--- config.mk ---
export PLATFORM = sky130hd
export DESIGN_NAME = dual_led_string_frame_serializer
export DESIGN_NICKNAME = d
export VERILOG_FILES = /design/src/rtl/dlss_pkg.sv /design/src/rtl/dlss_line.sv /design/src/rtl/dual_led_string_frame_serializer.sv
export SDC_FILE = /design/constraint.sdc
export NUM_CORES = 1
export LEC_CHECK = 0
export CORE_MARGIN = 5
export CORE_UTILIZATION = 33
export CTS_BUF_LIST = sky130_fd_sc_hd__clkbuf_8
export DETAILED_ROUTE_END_ITERATION = 10
export DONT_BUFFER_PORTS = 1
export SLEW_MARGIN = 20
export SYNTH_ARGS = -nofsm -noshare
export SYNTH_HDL_FRONTEND = slang
export SYNTH_SLANG_ARGS = --single-unit
--- constraint.sdc ---
create_clock -name aclk -period 5.1 [get_ports aclk]
set_input_delay 0.765 -clock aclk [delete_from_list [all_inputs] [get_ports aclk]]
set_output_delay 0.765 -clock aclk [all_outputs]
set_load 0.005 [all_outputs]
--- src/rtl/dlss_pkg.sv ---
// Shared types and constants for the dual LED string frame serializer.
// No dependencies.
package dlss_pkg;

    localparam int FRAME_BITS = 26;
    localparam int ADDR_BITS  = 6;
    localparam int NUM_BITS   = 7;
    localparam int COUNT_BITS = 5;

    localparam logic CMD_LOAD = 1'b0;
    localparam logic CMD_TICK = 1'b1;

    typedef logic [1:0] symbol_t;
    localparam symbol_t SYM_HOLD = 2'd0;
    localparam symbol_t SYM_ZERO = 2'd1;
    localparam symbol_t SYM_ONE  = 2'd2;

    typedef enum logic [1:0] {
        PH_IDLE  = 2'd0,
        PH_START = 2'd1,
        PH_DATA  = 2'd2,
        PH_STOP  = 2'd3
    } phase_t;

    typedef logic [FRAME_BITS-1:0] frame_t;

    typedef struct packed {
        logic   load;
        logic   tick;
        frame_t frame;
    } line_ctrl_t;

    typedef struct packed {
        symbol_t symbol;
        logic    idle;
        logic    busy_next;
    } line_stat_t;

endpackage

--- src/rtl/dlss_line.sv ---
// One LED line: frame shifter, bit counter and phase sequencer.
// Depends on dlss_pkg.
module dlss_line (
    input  logic                 aclk,
    input  logic                 aresetn,
    input  dlss_pkg::line_ctrl_t ctrl,
    output dlss_pkg::line_stat_t stat
);

    dlss_pkg::phase_t                      phase_reg, phase_next;
    logic [dlss_pkg::COUNT_BITS-1:0]       count_reg, count_next;
    dlss_pkg::frame_t                      frame_reg, frame_next;
    dlss_pkg::symbol_t                     pending_reg, pending_next;

    always_ff @(posedge aclk) begin
        if (!aresetn) begin
            phase_reg   <= dlss_pkg::PH_IDLE;
            count_reg   <= '0;
            pending_reg <= dlss_pkg::SYM_HOLD;
        end else begin
            phase_reg   <= phase_next;
            count_reg   <= count_next;
            pending_reg <= pending_next;
        end
    end

    always_ff @(posedge aclk) begin
        frame_reg <= frame_next;
    end

    always_comb begin
        phase_next   = phase_reg;
        count_next   = count_reg;
        frame_next   = frame_reg;
        pending_next = pending_reg;
        if (ctrl.load) begin
            phase_next   = dlss_pkg::PH_START;
            count_next   = '0;
            frame_next   = ctrl.frame;
            pending_next = dlss_pkg::SYM_ONE;
        end else if (ctrl.tick) begin
            unique case (phase_reg)
                dlss_pkg::PH_START, dlss_pkg::PH_DATA: begin
                    if (count_reg < dlss_pkg::COUNT_BITS'(dlss_pkg::FRAME_BITS)) begin
                        phase_next   = dlss_pkg::PH_DATA;
                        pending_next = frame_reg[dlss_pkg::FRAME_BITS-1] ?
                                       dlss_pkg::SYM_ONE : dlss_pkg::SYM_ZERO;
                        frame_next   = {frame_reg[dlss_pkg::FRAME_BITS-2:0], 1'b0};
                        count_next   = count_reg + 1'b1;
                    end else begin
                        phase_next   = dlss_pkg::PH_STOP;
                        pending_next = dlss_pkg::SYM_HOLD;
                    end
                end
                dlss_pkg::PH_STOP: begin
                    phase_next   = dlss_pkg::PH_IDLE;
                    pending_next = dlss_pkg::SYM_HOLD;
                    count_next   = '0;
                end
                default: begin
                end
            endcase
        end
    end

    assign stat.symbol    = pending_reg;
    assign stat.idle      = (phase_reg == dlss_pkg::PH_IDLE);
    assign stat.busy_next = (phase_next != dlss_pkg::PH_IDLE);

endmodule

--- src/rtl/dual_led_string_frame_serializer.sv ---
// Top level of the dual LED string frame serializer.
// Depends on dlss_pkg and dlss_line.
//
// Usage:
//   s_* channel (valid/ready) carries requests: cmd 0 loads a colour message
//   for the LED named by s_led_number, cmd 1 is one bit-time tick.
//   m_* channel (valid/ready) returns one result per request: the symbol
//   shown on each line this tick, whether a load was taken, and the busy
//   flag of each line after the request.
//   cfg_* channel writes the line-one LED count (numbers at or above it go to
//   line two). Write it only while no request is in flight; cfg_ready is high.
// Timing:
//   One request per cycle sustained while m_ready is high. A request is held
//   in the input register; its result then moves into the output register,
//   which raises m_valid. Both lines update as that register is loaded.
// Reset:
//   Both lines idle, holding low; the line-one LED count returns to 35.
// Stall:
//   While m_ready is low a held result blocks the input register; s_ready
//   drops once that register is full, so no request is lost.
module dual_led_string_frame_serializer (
    input  logic       aclk,
    input  logic       aresetn,
    input  logic       s_valid,
    output logic       s_ready,
    input  logic       s_cmd,
    input  logic [6:0] s_led_number,
    input  logic [7:0] s_brightness,
    input  logic [7:0] s_green_red,
    input  logic [3:0] s_blue,
    output logic       m_valid,
    input  logic       m_ready,
    output logic [1:0] m_line_one_symbol,
    output logic [1:0] m_line_two_symbol,
    output logic       m_accepted,
    output logic       m_line_one_busy,
    output logic       m_line_two_busy,
    input  logic       cfg_valid,
    output logic       cfg_ready,
    input  logic [5:0] cfg_data
);

    logic       in_valid_reg;
    logic       cmd_reg;
    logic [6:0] num_reg;
    logic [7:0] bright_reg;
    logic [7:0] gr_reg;
    logic [3:0] blue_reg;
    logic [5:0] lps_reg;

    logic       out_valid_reg;
    logic [1:0] sym_one_reg, sym_one_next;
    logic [1:0] sym_two_reg, sym_two_next;
    logic       acc_reg, acc_next;
    logic       busy_one_reg, busy_two_reg;

    logic       advance;
    logic       to_line_one;
    logic [5:0] addr_two;

    dlss_pkg::line_ctrl_t ctrl_one, ctrl_two;
    dlss_pkg::line_stat_t stat_one, stat_two;

    assign advance   = in_valid_reg && (!out_valid_reg || m_ready);
    assign s_ready   = !in_valid_reg || advance;
    assign cfg_ready = 1'b1;

    always_ff @(posedge aclk) begin
        if (!aresetn) begin
            in_valid_reg  <= 1'b0;
            out_valid_reg <= 1'b0;
            lps_reg       <= 6'd35;
        end else begin
            if (s_ready) begin
                in_valid_reg <= s_valid;
            end
            if (advance) begin
                out_valid_reg <= 1'b1;
            end else if (m_ready) begin
                out_valid_reg <= 1'b0;
            end
            if (cfg_valid) begin
                lps_reg <= cfg_data;
            end
        end
    end

    always_ff @(posedge aclk) begin
        if (s_ready && s_valid) begin
            cmd_reg    <= s_cmd;
            num_reg    <= s_led_number;
            bright_reg <= s_brightness;
            gr_reg     <= s_green_red;
            blue_reg   <= s_blue;
        end
        if (advance) begin
            sym_one_reg  <= sym_one_next;
            sym_two_reg  <= sym_two_next;
            acc_reg      <= acc_next;
            busy_one_reg <= stat_one.busy_next;
            busy_two_reg <= stat_two.busy_next;
        end
    end

    assign to_line_one = (num_reg < {1'b0, lps_reg});
    assign addr_two    = dlss_pkg::ADDR_BITS'(num_reg - {1'b0, lps_reg});

    always_comb begin
        ctrl_one.load  = advance && (cmd_reg == dlss_pkg::CMD_LOAD) && to_line_one
                         && stat_one.idle;
        ctrl_two.load  = advance && (cmd_reg == dlss_pkg::CMD_LOAD) && !to_line_one
                         && stat_two.idle;
        ctrl_one.tick  = advance && (cmd_reg == dlss_pkg::CMD_TICK);
        ctrl_two.tick  = ctrl_one.tick;
        ctrl_one.frame = {num_reg[dlss_pkg::ADDR_BITS-1:0], bright_reg, blue_reg, gr_reg};
        ctrl_two.frame = {addr_two, bright_reg, blue_reg, gr_reg};
        acc_next       = ctrl_one.load || ctrl_two.load;
        sym_one_next   = (cmd_reg == dlss_pkg::CMD_TICK) ? stat_one.symbol
                                                         : dlss_pkg::SYM_HOLD;
        sym_two_next   = (cmd_reg == dlss_pkg::CMD_TICK) ? stat_two.symbol
                                                         : dlss_pkg::SYM_HOLD;
    end

    dlss_line u_line_one (
        .aclk    (aclk),
        .aresetn (aresetn),
        .ctrl    (ctrl_one),
        .stat    (stat_one)
    );

    dlss_line u_line_two (
        .aclk    (aclk),
        .aresetn (aresetn),
        .ctrl    (ctrl_two),
        .stat    (stat_two)
    );

    assign m_valid           = out_valid_reg;
    assign m_line_one_symbol = sym_one_reg;
    assign m_line_two_symbol = sym_two_reg;
    assign m_accepted        = acc_reg;
    assign m_line_one_busy   = busy_one_reg;
    assign m_line_two_busy   = busy_two_reg;

endmodule

==> results.toml, run 1 <==
[worst_hold_path]
worstHoldPathType = "input port to flop"
worstHoldPathCells = 1

[power_and_ir_drop]
p_clk_frac = 0.447
combPwrFrac = 0.049
leakage_nw = 2.009
finalPower_mw = 2.069
p_sw_mw = 0.4302
ir_worst_vdd_mv = 0.2926
intPower_mw = 1.638
pwr-share-seq = 0.505
power.density_nw_per_um2 = 373.2
p_sw_frac = 0.2080

[place]
routabilityCongestion = 0.7965
hpwlAfterDp_um = 6127
port_buffers = 0
dp_slack_ps = 2094

[synth]
ys_seq_elements = 113
synthMuxAreaShare = 0.1162
ys.flop_type = "edfxtp_1"
synth-xor-area-share = 0.005327
async_flop_share = 0
synthTopCellsByArea = "edfxtp_1 53%, dfxtp_1 11%, mux2_2 5.9%, ha_1 3.6%, mux2_4 3.0%"
synth-compound-area-share = 0.07560
synth_top_family_by_area = "multiplexers"
syn_area_um2 = 4932
synth_enable_flop_cells = 87
yosys.area.top_type = "edfxtp_1"
synth_fa_ha_area_frac = 0.03957
yosysSeqAreaShare = 0.6352
yosys.area_share.simple = 0.09285
synth_area_per_cell_um2 = 13.78
mappedNetlistNets = 412
synth-warning-count = 0
ys_types = 52
synth_top_area_share = 0.5297
synth_cells = 358

[detailed_routing]
routed_wirelength_um = 9095
routed_via_density = 4.885
drc = 0
drtAntennaViolNets = 0
first_pass_iters = 4
wl_per_cell_um = 16.10
vias = 2760
drt_iter0_drc = 150

[global_routing]
antenna_found_initial = 1
grt_max_degree = 29
grt_overflow_total = 0
grt_pass1_vias = 2815
grt_pass1_wl_um = 15370
track_usage = 0.1125

[clock_tree]
clk_path_buf_depth = 2
cts_resized = 0
cts_root_buffer = "clkbuf_8"
cts.sinks = 113
post_cts_buffers = 0
cts_tree = "built"
ctsHtreeMaxLevel = 4
clk_pin_slew_ps = 70
holdBufCountCts = 0
cts_buffers = 17
clock_latency_ps = 430

[final_layout]
nets = 422
fin_util = 0.3799
syn_to_final_growth_pct = 12.38
antenna_cells = 0
drive_gt1_frac = 0.2021

[timing]
fin_ws_ps = 2435
setup-tns-final_ps = 0
slew_headroom = 0.5771
tightest_slew_ps = 632.1
setup_violations = 0
rsz0062_at_grt = "false"
skew_ps = 9.825
max_freq_ghz = 0.3753
hold_viol_final = 0
maxSlewViolCount = 0
finalCritPeriodShare = 0.5225
period_minus_slack_ps = 2665

[status]
status = "finished, final reports clean"

[floorplan]
fp.dieH_um = 132.3
boundaryPins = 49
start_util = 0.3381
die_area_um2 = 17490
die_w_um = 132.3
num_rows = 44
core_area_um2 = 14590

[critical_path]
critPathKind = "flop to flop"
worstPathRequired_ps = 5280
rr_worst_depth = 6
path_max_fanout = 27
arrival_ps = 2850
cp-end-kind = "flop"
start_kind = "flop"

[job]
max_cap_violations = 0
-- cell type report --
cell class                 instances  area [um^2]
sequential                       113         3133
clock buffer                      17        234.0
multi-input combinational        213         1644
inverter                          18        67.56
tap                              184        230.2
clock inverter                    15        196.4
fill                            1381         9046
timing repair buffer               5        37.54
-- synthesized netlist by cell type (3+ instances only) --
cell type / instances
edfxtp_1: 87
dfxtp_1: 26
mux2_2: 26
nand2_1: 26
nor2_1: 18
inv_1: 16
o21ai_0: 16
a21oi_1: 14
ha_1: 14
mux2_4: 10
and2_1: 8
mux2_1: 8
a31oi_1: 6
clkbuf_1: 6
nand2b_1: 6
nand3_1: 6
buf_4: 4
mux2i_1: 4
nor3_1: 4
a32oi_1: 3
nor2b_1: 3
o211ai_1: 3
or3b_2: 3
-- through the flow --
| stage | area (um^2) | hold WS, ps | std cells |
|---|---|---|---|
| 2_1_floorplan | 4932 | 427.3 | 358 |
| 3_3_place_gp | 5110 | 439.5 | 533 |
| 3_5_place_dp | 5110 | 446.8 | 533 |
| 4_1_cts | 5540 | 347.7 | 565 |
| 5_1_grt | 5543 | 356.0 | 565 |
| 6_report | 5543 | 396.8 | 565 |
-- power by group through the flow --
stage	sequential, mW	combinational, mW	clock [mW]
floorplan	1.06	0.0826	0
global placement	1.06	0.0989	0
detailed placement	1.06	0.102	0
CTS	1.04	0.102	0.955
global route	1.05	0.114	1.00
finish	1.04	0.101	0.924
-- critical path, cell delays in order, from the launching register on --
cell and delay [ps]:
edfxtp_1 390, ha_1 350, a21o_1 200, a211o_1 340, nor4b_4 310, buf_4 440, mux2_2 390
-- worst paths after layout --
check                                          startpoint                   endpoint  slack, ps
worst max-delay path                           num_reg[4]    u_line_one.frame_reg[6]       2440
worst min-delay path                              aresetn                 lps_reg[0]        400
worst max register to register                 num_reg[4]    u_line_one.frame_reg[6]       2440
worst min register to register  u_line_one.pending_reg[0]  u_line_one.pending_reg[0]        450
-- routing by layer --
metal	part of all wire	routed length, um	global-route usage	vias up
met1	0.46	4199	0.1423	1330
met2	0.47	4289	0.1693	60
met4	0.013	119	0.04751	2
met5	0.0020	18	0	-
li1	-	-	-	1354
met3	0.051	468	0.04771	14
-- logic make-up after synthesis --
kind of cell	Yosys count
AO/OA/AOI/OAI	58
XOR/XNOR	3
adder cells (fa/ha/maj)	15
buffers and inverters	32
flip-flops	113
multiplexers	48
other	1
AND/OR/NAND/NOR	88
-- placed cells by master (no fill, tap or decap), drive strengths merged, types with 3 or more instances in the layout --
cell type / count
and2: 8
nor3: 4
buf: 5
nor2b: 3
a31oi: 6
ha: 14
nand3: 6
edfxtp: 87
o211ai: 3
clkbuf: 17
bufinv: 5
dfxtp: 26
a32oi: 3
inv: 17
a21oi: 14
or3b: 3
clkinv: 10
a211oi: 3
mux2: 44
nor2: 18
nand2b: 6
nand2: 26
mux2i: 4
o21ai: 16
(Power assumes the default switching activity.)
==> run 2: changes to the inputs <==
--- a/config.mk
+++ b/config.mk
@@ -5,6 +5,7 @@
 export SDC_FILE = /design/constraint.sdc
 export NUM_CORES = 1
 export LEC_CHECK = 0
+export ABC_AREA = 1
 export CORE_MARGIN = 5
 export CORE_UTILIZATION = 33
 export CTS_BUF_LIST = sky130_fd_sc_hd__clkbuf_8
==> constraint.sdc (replaced) <==
create_clock -name aclk -period 2.8 [get_ports aclk]
set_input_delay 0.42 -clock aclk [delete_from_list [all_inputs] [get_ports aclk]]
set_output_delay 0.42 -clock aclk [all_outputs]
set_load 0.005 [all_outputs]
==> run 2 against run 1 <==
Via count up 19%. Highest routed layer unchanged. Critical endpoint is now u_line_one.frame_reg[2]. Synthesized cell count up 41%. Wire length is 4.9% higher. Critical path depth is 1 higher. Critical path type unchanged. Worst hold slack got worse by 330 ps.
==> results.toml, run 2 <==
[critical_path]
path_max_fanout = 56
cp-end-kind = "flop"
start_kind = "flop"
worstPathRequired_ps = 2960
path_cells = "ha_1 > nand3_1 > nand2_1 > nand2_1 > nand3_2 > buf_4 > o21ai_0"
rr_worst_depth = 7
crit_slowest_cell = "buf_4"
r2r_slack_ps = 660
path_buf_inv = 1
critPathMaxStageDelay_ps = 470
r2r_end = "u_line_one.frame_reg[2]"
path_depth = 7
crit_top_cell = "nand2_1"
critPathKind = "flop to flop"
r2r-start = "num_reg[2]"
arrival_ps = 2300
crit_family = "buffers and inverters"

[timing]
setup_violations = 0
slew_headroom = 0.6308
skew_ps = 9.964
period_minus_slack_ps = 2143
max_freq_ghz = 0.4667
tightest_slew_ps = 553.7
hold_viol_final = 0
rsz0062_at_grt = "false"
finalCritPeriodShare = 0.7653
setup-tns-final_ps = 0
fin_ws_ps = 657.3
maxSlewViolCount = 0

[floorplan]
boundaryPins = 49
die_w_um = 134.6
fp.dieH_um = 134.6
start_util = 0.3370
die_area_um2 = 18120
num_rows = 45
core_area_um2 = 15200

[place]
hpwlAfterDp_um = 6468
dp_slack_ps = 663.3
port_buffers = 0
routabilityCongestion = 0.8013

[synth]
synth_top_area_share = 0.5099
synth_enable_flop_cells = 87
synth_most_common_cell = "nand2_1"
ys_seq_elements = 113
synth_area_per_cell_um2 = 10.19
async_flop_share = 0
ys_types = 31
yosysSeqAreaShare = 0.6115
yosys.area.top_type = "edfxtp_1"
yosys-top-cells-count = "124 x nand2_1, 87 x edfxtp_1, 79 x inv_1"
ys.flop_type = "edfxtp_1"
synth_cells = 503
syn_area_um2 = 5124
synth-warning-count = 0
mappedNetlistNets = 557
synthTopCellsByArea = "edfxtp_1 51%, dfxtp_1 10%, nand2_1 9.1%, inv_1 5.8%, ha_1 3.4%"

[final_layout]
multi_input_area_um2 = 1569
antenna_cells = 0
final_common_cell = "nand2_1"
final_cell_mix = "123 x nand2_1, 87 x edfxtp_1, 79 x inv_1"
regArea_um2 = 3133
syn_to_final_growth_pct = 10.70
drive_gt1_frac = 0.1388
nets = 567
nFillCells = 1540

[power_and_ir_drop]
intPower_mw = 2.744
p_sw_mw = 0.8926
combPwrFrac = 0.061
power.density_nw_per_um2 = 641.2
p_clk_frac = 0.416
pwr-share-seq = 0.523
ir_worst_vdd_mv = 0.3867
leakage_nw = 2.364
p_sw_frac = 0.2454

[clock_tree]
holdBufCountCts = 0
post_cts_buffers = 0
ctsHtreeMaxLevel = 4
clk_pin_slew_ps = 70
cts_root_buffer = "clkbuf_8"
cts.sinks = 113
clk_path_buf_depth = 2
cts_resized = 0
clock_latency_ps = 440
cts_buffers = 17
cts_tree = "built"

[detailed_routing]
routed_via_density = 4.590
first_pass_iters = 6
drc = 0
routed_wirelength_um = 9542
drtAntennaViolNets = 0
wl_per_cell_um = 13.36
drt_iter0_drc = 235
vias = 3277

[global_routing]
grt_pass1_wl_um = 16090
track_usage = 0.1143
grt_max_degree = 57
grt_pass1_vias = 3301
antenna_found_initial = 1
grt_overflow_total = 0

[worst_hold_path]
holdPathEnd = "lps_reg[0]"
min-delay-start = "aresetn"
worstHoldPathType = "input port to flop"
worstHoldPathCells = 1

[job]
max_cap_violations = 0

[status]
status = "finished, final reports clean"
[run 2: cell types whose count changed in the layout (fill, tap and decap cells not counted), sizes merged, moves of 4 or more]
| cell | delta |
|---|---|
| a21oi | +4 |
| a31oi | -6 |
| and2 | -8 |
| inv | +65 |
| mux2 | -44 |
| mux2i | -4 |
| nand2 | +101 |
| nand2b | -6 |
| nand3 | +12 |
| nand4 | +6 |
| nor2 | +20 |
| o21ai | +46 |
[run 2: logic make-up (layout without fill, tap and decap cells)]
logic type / after synthesis / count (layout) / synth area share
simple gates: 196 / 196 / 0.1636
fa+ha+maj: 15 / 15 / 0.03810
buf+inv: 94 / 117 / 0.08352
xor+xnor: 4 / 4 / 0.006839
other cells: 1 / 1 / 0.0007319
compound gates: 80 / 80 / 0.09573
flops: 113 / 113 / 0.6115
[run 2: worst max-delay path by stage]
stage,start,to,slack (ps)
after floorplan,num_reg[2],u_line_two.frame_reg[0],180
after global placement,num_reg[3],u_line_one.frame_reg[18],670
after detailed placement,num_reg[3],u_line_one.frame_reg[9],660
after CTS,num_reg[2],u_line_one.frame_reg[9],640
after global routing,num_reg[3],u_line_one.count_reg[2],410
final,num_reg[2],u_line_one.frame_reg[2],660
[run 2: area by class of cell]
cell class | count | area share
clock buffers | 17 | 0.04125
multi-input cells | 296 | 0.2766
flip-flops and latches | 113 | 0.5524
clock inverters | 15 | 0.02802
inverters | 79 | 0.05228
well taps | 188 | 0.04147
repair buffers | 6 | 0.007942
[run 2: power by group through the flow]
stage | clock network, mW | registers, mW | logic, mW
floorplan | 0 | 1.93 | 0.186
global placement | 0 | 1.94 | 0.222
detailed placement | 0 | 1.94 | 0.226
CTS | 1.56 | 1.90 | 0.229
global route | 1.65 | 1.91 | 0.257
finish | 1.51 | 1.90 | 0.222
[run 2: worst register-to-register path, delay by kind of cell (launching register included)]
| kind | cells | cell delay (ps) |
|---|---|---|
| compound gates | 1 | 210 |
| fa+ha+maj | 1 | 400 |
| buf+inv | 1 | 470 |
| flops | 1 | 420 |
| simple gates | 4 | 370 |
[run 2: routing by layer]
metal | routed length, um | vias to the layer above | global-route usage
met4 | 163 | 2 | 0.04921
met5 | 13 | - | 0
met3 | 555 | 15 | 0.04694
met1 | 4303 | 1512 | 0.1364
li1 | - | 1673 | -
met2 | 4506 | 75 | 0.1824
[run 2: metrics by stage]
stage | cells | utilization | hold WS [ps] | total power [mW] | area, um^2
6_report | 714 | 0.3731 | 71.35 | 3.637 | 5672
5_1_grt | 714 | 0.3731 | 25.50 | 3.814 | 5672
4_1_cts | 714 | 0.3731 | 32.76 | 3.692 | 5672
3_5_place_dp | 682 | 0.3472 | 458.6 | 2.167 | 5279
3_3_place_gp | 682 | 0.3472 | 450.4 | 2.161 | 5279
2_1_floorplan | 503 | - | 435.4 | 2.117 | 5124
==> run 3: changes to the inputs <==
==> constraint.sdc (replaced) <==
create_clock -name aclk -period 1.8 [get_ports aclk]
set_input_delay 0.27 -clock aclk [delete_from_list [all_inputs] [get_ports aclk]]
set_output_delay 0.27 -clock aclk [all_outputs]
set_load 0.005 [all_outputs]
==> run 3 against run 2 <==
Clock skew barely moved. Worst hold slack lost 31 ps. Register-to-register slack worse by 720 ps. Sequential share of layout area down 7.6 points. Cell count increased by 8.8%. Total power rose by 54%. The run now ends with setup timing left. Sequential cell count unchanged. Critical path type unchanged. Global-route usage down 0.092 points. Core utilization up 5.9 points. Non-clock buffer count up 62. Sequential power up 56%. Fmax up 15%.
==> results.toml, run 3 (synthesis results as in run 2) <==
[clock_tree]
ctsHtreeMaxLevel = 4
cts_buffers = 17
clk_pin_slew_ps = 70
clock_latency_ps = 440
cts_root_buffer = "clkbuf_8"
clk_path_buf_depth = 2
cts.sinks = 113
cts_tree = "built"

[critical_path]
r2r-start = "num_reg[5]"
critPathKind = "flop to flop"
start_kind = "flop"
path_max_fanout = 8
arrival_ps = 2010
cp-end-kind = "flop"
r2r_slack_ps = -60
worstPathRequired_ps = 1950
r2r_end = "u_line_two.frame_reg[2]"
rr_worst_depth = 8

[power_and_ir_drop]
p_clk_frac = 0.369
combPwrFrac = 0.103
p_sw_mw = 1.377
p_sw_frac = 0.2453
ir_worst_vdd_mv = 0.5562
leakage_nw = 2.718
power.density_nw_per_um2 = 854.3
intPower_mw = 4.237
pwr-share-seq = 0.527

[timing]
max_freq_ghz = 0.5369
period_minus_slack_ps = 1863
setup-tns-final_ps = -2251
skew_ps = 10.40
setup_violations = 47
maxSlewViolCount = 0
hold_viol_final = 0
fin_ws_ps = -62.61
rsz0062_at_grt = "true"
finalCritPeriodShare = 1.035

[global_routing]
grt_max_degree = 46
grt_pass1_vias = 3388
antenna_found_initial = 0
track_usage = 0.1134
grt_overflow_total = 0
grt_pass1_wl_um = 15950

[detailed_routing]
drt_iter0_drc = 185
vias = 3482
drc = 0
drtAntennaViolNets = 0
first_pass_iters = 4
routed_wirelength_um = 10540
wl_per_cell_um = 13.57
routed_via_density = 4.481

[place]
dp.cells = 696
port_buffers = 0
dp_slack_ps = -45.69
hpwlAfterDp_um = 6399
place_area_um2 = 5523
routabilityCongestion = 0.7779

[floorplan]
die_w_um = 134.6
core_area_um2 = 15200
num_rows = 45
start_util = 0.3370
die_area_um2 = 18120
fp.dieH_um = 134.6
boundaryPins = 49

[final_layout]
final_common_cell = "nand2_1"
final_cells = 777
syn_to_final_growth_pct = 28.25
drive_gt1_frac = 0.2020
final_cell_area_um2 = 6571
fin_util = 0.4323
antenna_cells = 0
nFillCells = 1452
nets = 631
final_cell_mix = "112 x nand2_1, 87 x edfxtp_1, 79 x inv_1"

[worst_hold_path]
min-delay-start = "cfg_data[3]"
worstHoldPathCells = 2
worstHoldPathType = "input port to flop"
holdPathEnd = "lps_reg[3]"

[status]
status = "finished, violations left"
violations = "setup timing"

[job]
max_cap_violations = 0
-- run 3: cell types whose count changed in the layout (fill, tap and decap cells not counted), moves of 4 or more --
cell,change
nand2_2,+4
nor2_1,-4
nand2_1,-11
ha_1,-4
buf_12,+6
ha_4,+4
dlygate4sd3_1,+36
nand2_4,+5
o21ai_0,-19
buf_4,+11
nand2_8,+4
o21ai_1,+18
-- run 3: through the flow --
stage	hold WS (ps)	total power, mW
global route	7.785	5.907
detailed placement	362.9	3.438
CTS	8.477	5.605
finish	40.40	5.614
floorplan	354.1	3.314
global placement	359.4	3.427
-- run 3: layer usage --
layer / wire [um] / track usage / up-vias
li1: - / - / 1801
met1: 4717 / 0.1341 / 1622
met2: 5262 / 0.1855 / 50
met3: 427 / 0.04545 / 9
met4: 136 / 0.04412 / 0
met5: 0 / 0 / -
-- run 3: timing repair --
action / 4_1_cts / 5_1_grt
pin swaps: 1 / 1
resized for setup: 3 / 54
hold buffers: 35 / 1
hold endpoints to repair: 35 / 7
setup buffers: 1 / 5
setup endpoints to repair: 76 / 117
gates cloned: 1 / 8
-- run 3: worst max-delay path by stage --
stage,from,end,slack [ps],cells past startpoint
after floorplan,num_reg[5],u_line_two.frame_reg[0],-160,9
after global placement,num_reg[5],u_line_two.frame_reg[19],-20,9
after detailed placement,num_reg[5],u_line_two.frame_reg[2],-50,9
after CTS,num_reg[5],u_line_two.frame_reg[12],-50,8
after global routing,num_reg[5],u_line_two.frame_reg[18],-130,8
final,num_reg[5],u_line_two.frame_reg[2],-60,8
-- run 3: power by group through the flow --
stage	clock network (mW)	logic, mW	registers (mW)
6_report	2.07	0.580	2.96
5_1_grt	2.29	0.646	2.97
4_1_cts	2.14	0.501	2.96
3_5_place_dp	0	0.422	3.02
3_3_place_gp	0	0.414	3.01
2_1_floorplan	0	0.310	3.00
-- run 3: final cells by class --
type                    count  area, um^2  area share
flip-flops and latches    113        3133      0.4768
multi-input cells         298        1795      0.2732
repair buffers             68       774.5      0.1179
inverters                  79       296.5     0.04513
well taps                 188       235.2     0.03580
clock buffers              17       234.0     0.03561
clock inverters            14       102.6     0.01561
-- run 3: critical path, cell delays in order, from the launching register on --
cell	delay, ps
edfxtp_1	440
ha_4	300
inv_2	40
nor3_2	160
nand2_2	110
nand2_4	110
nand2_8	90
o21ai_4	160
buf_12	170
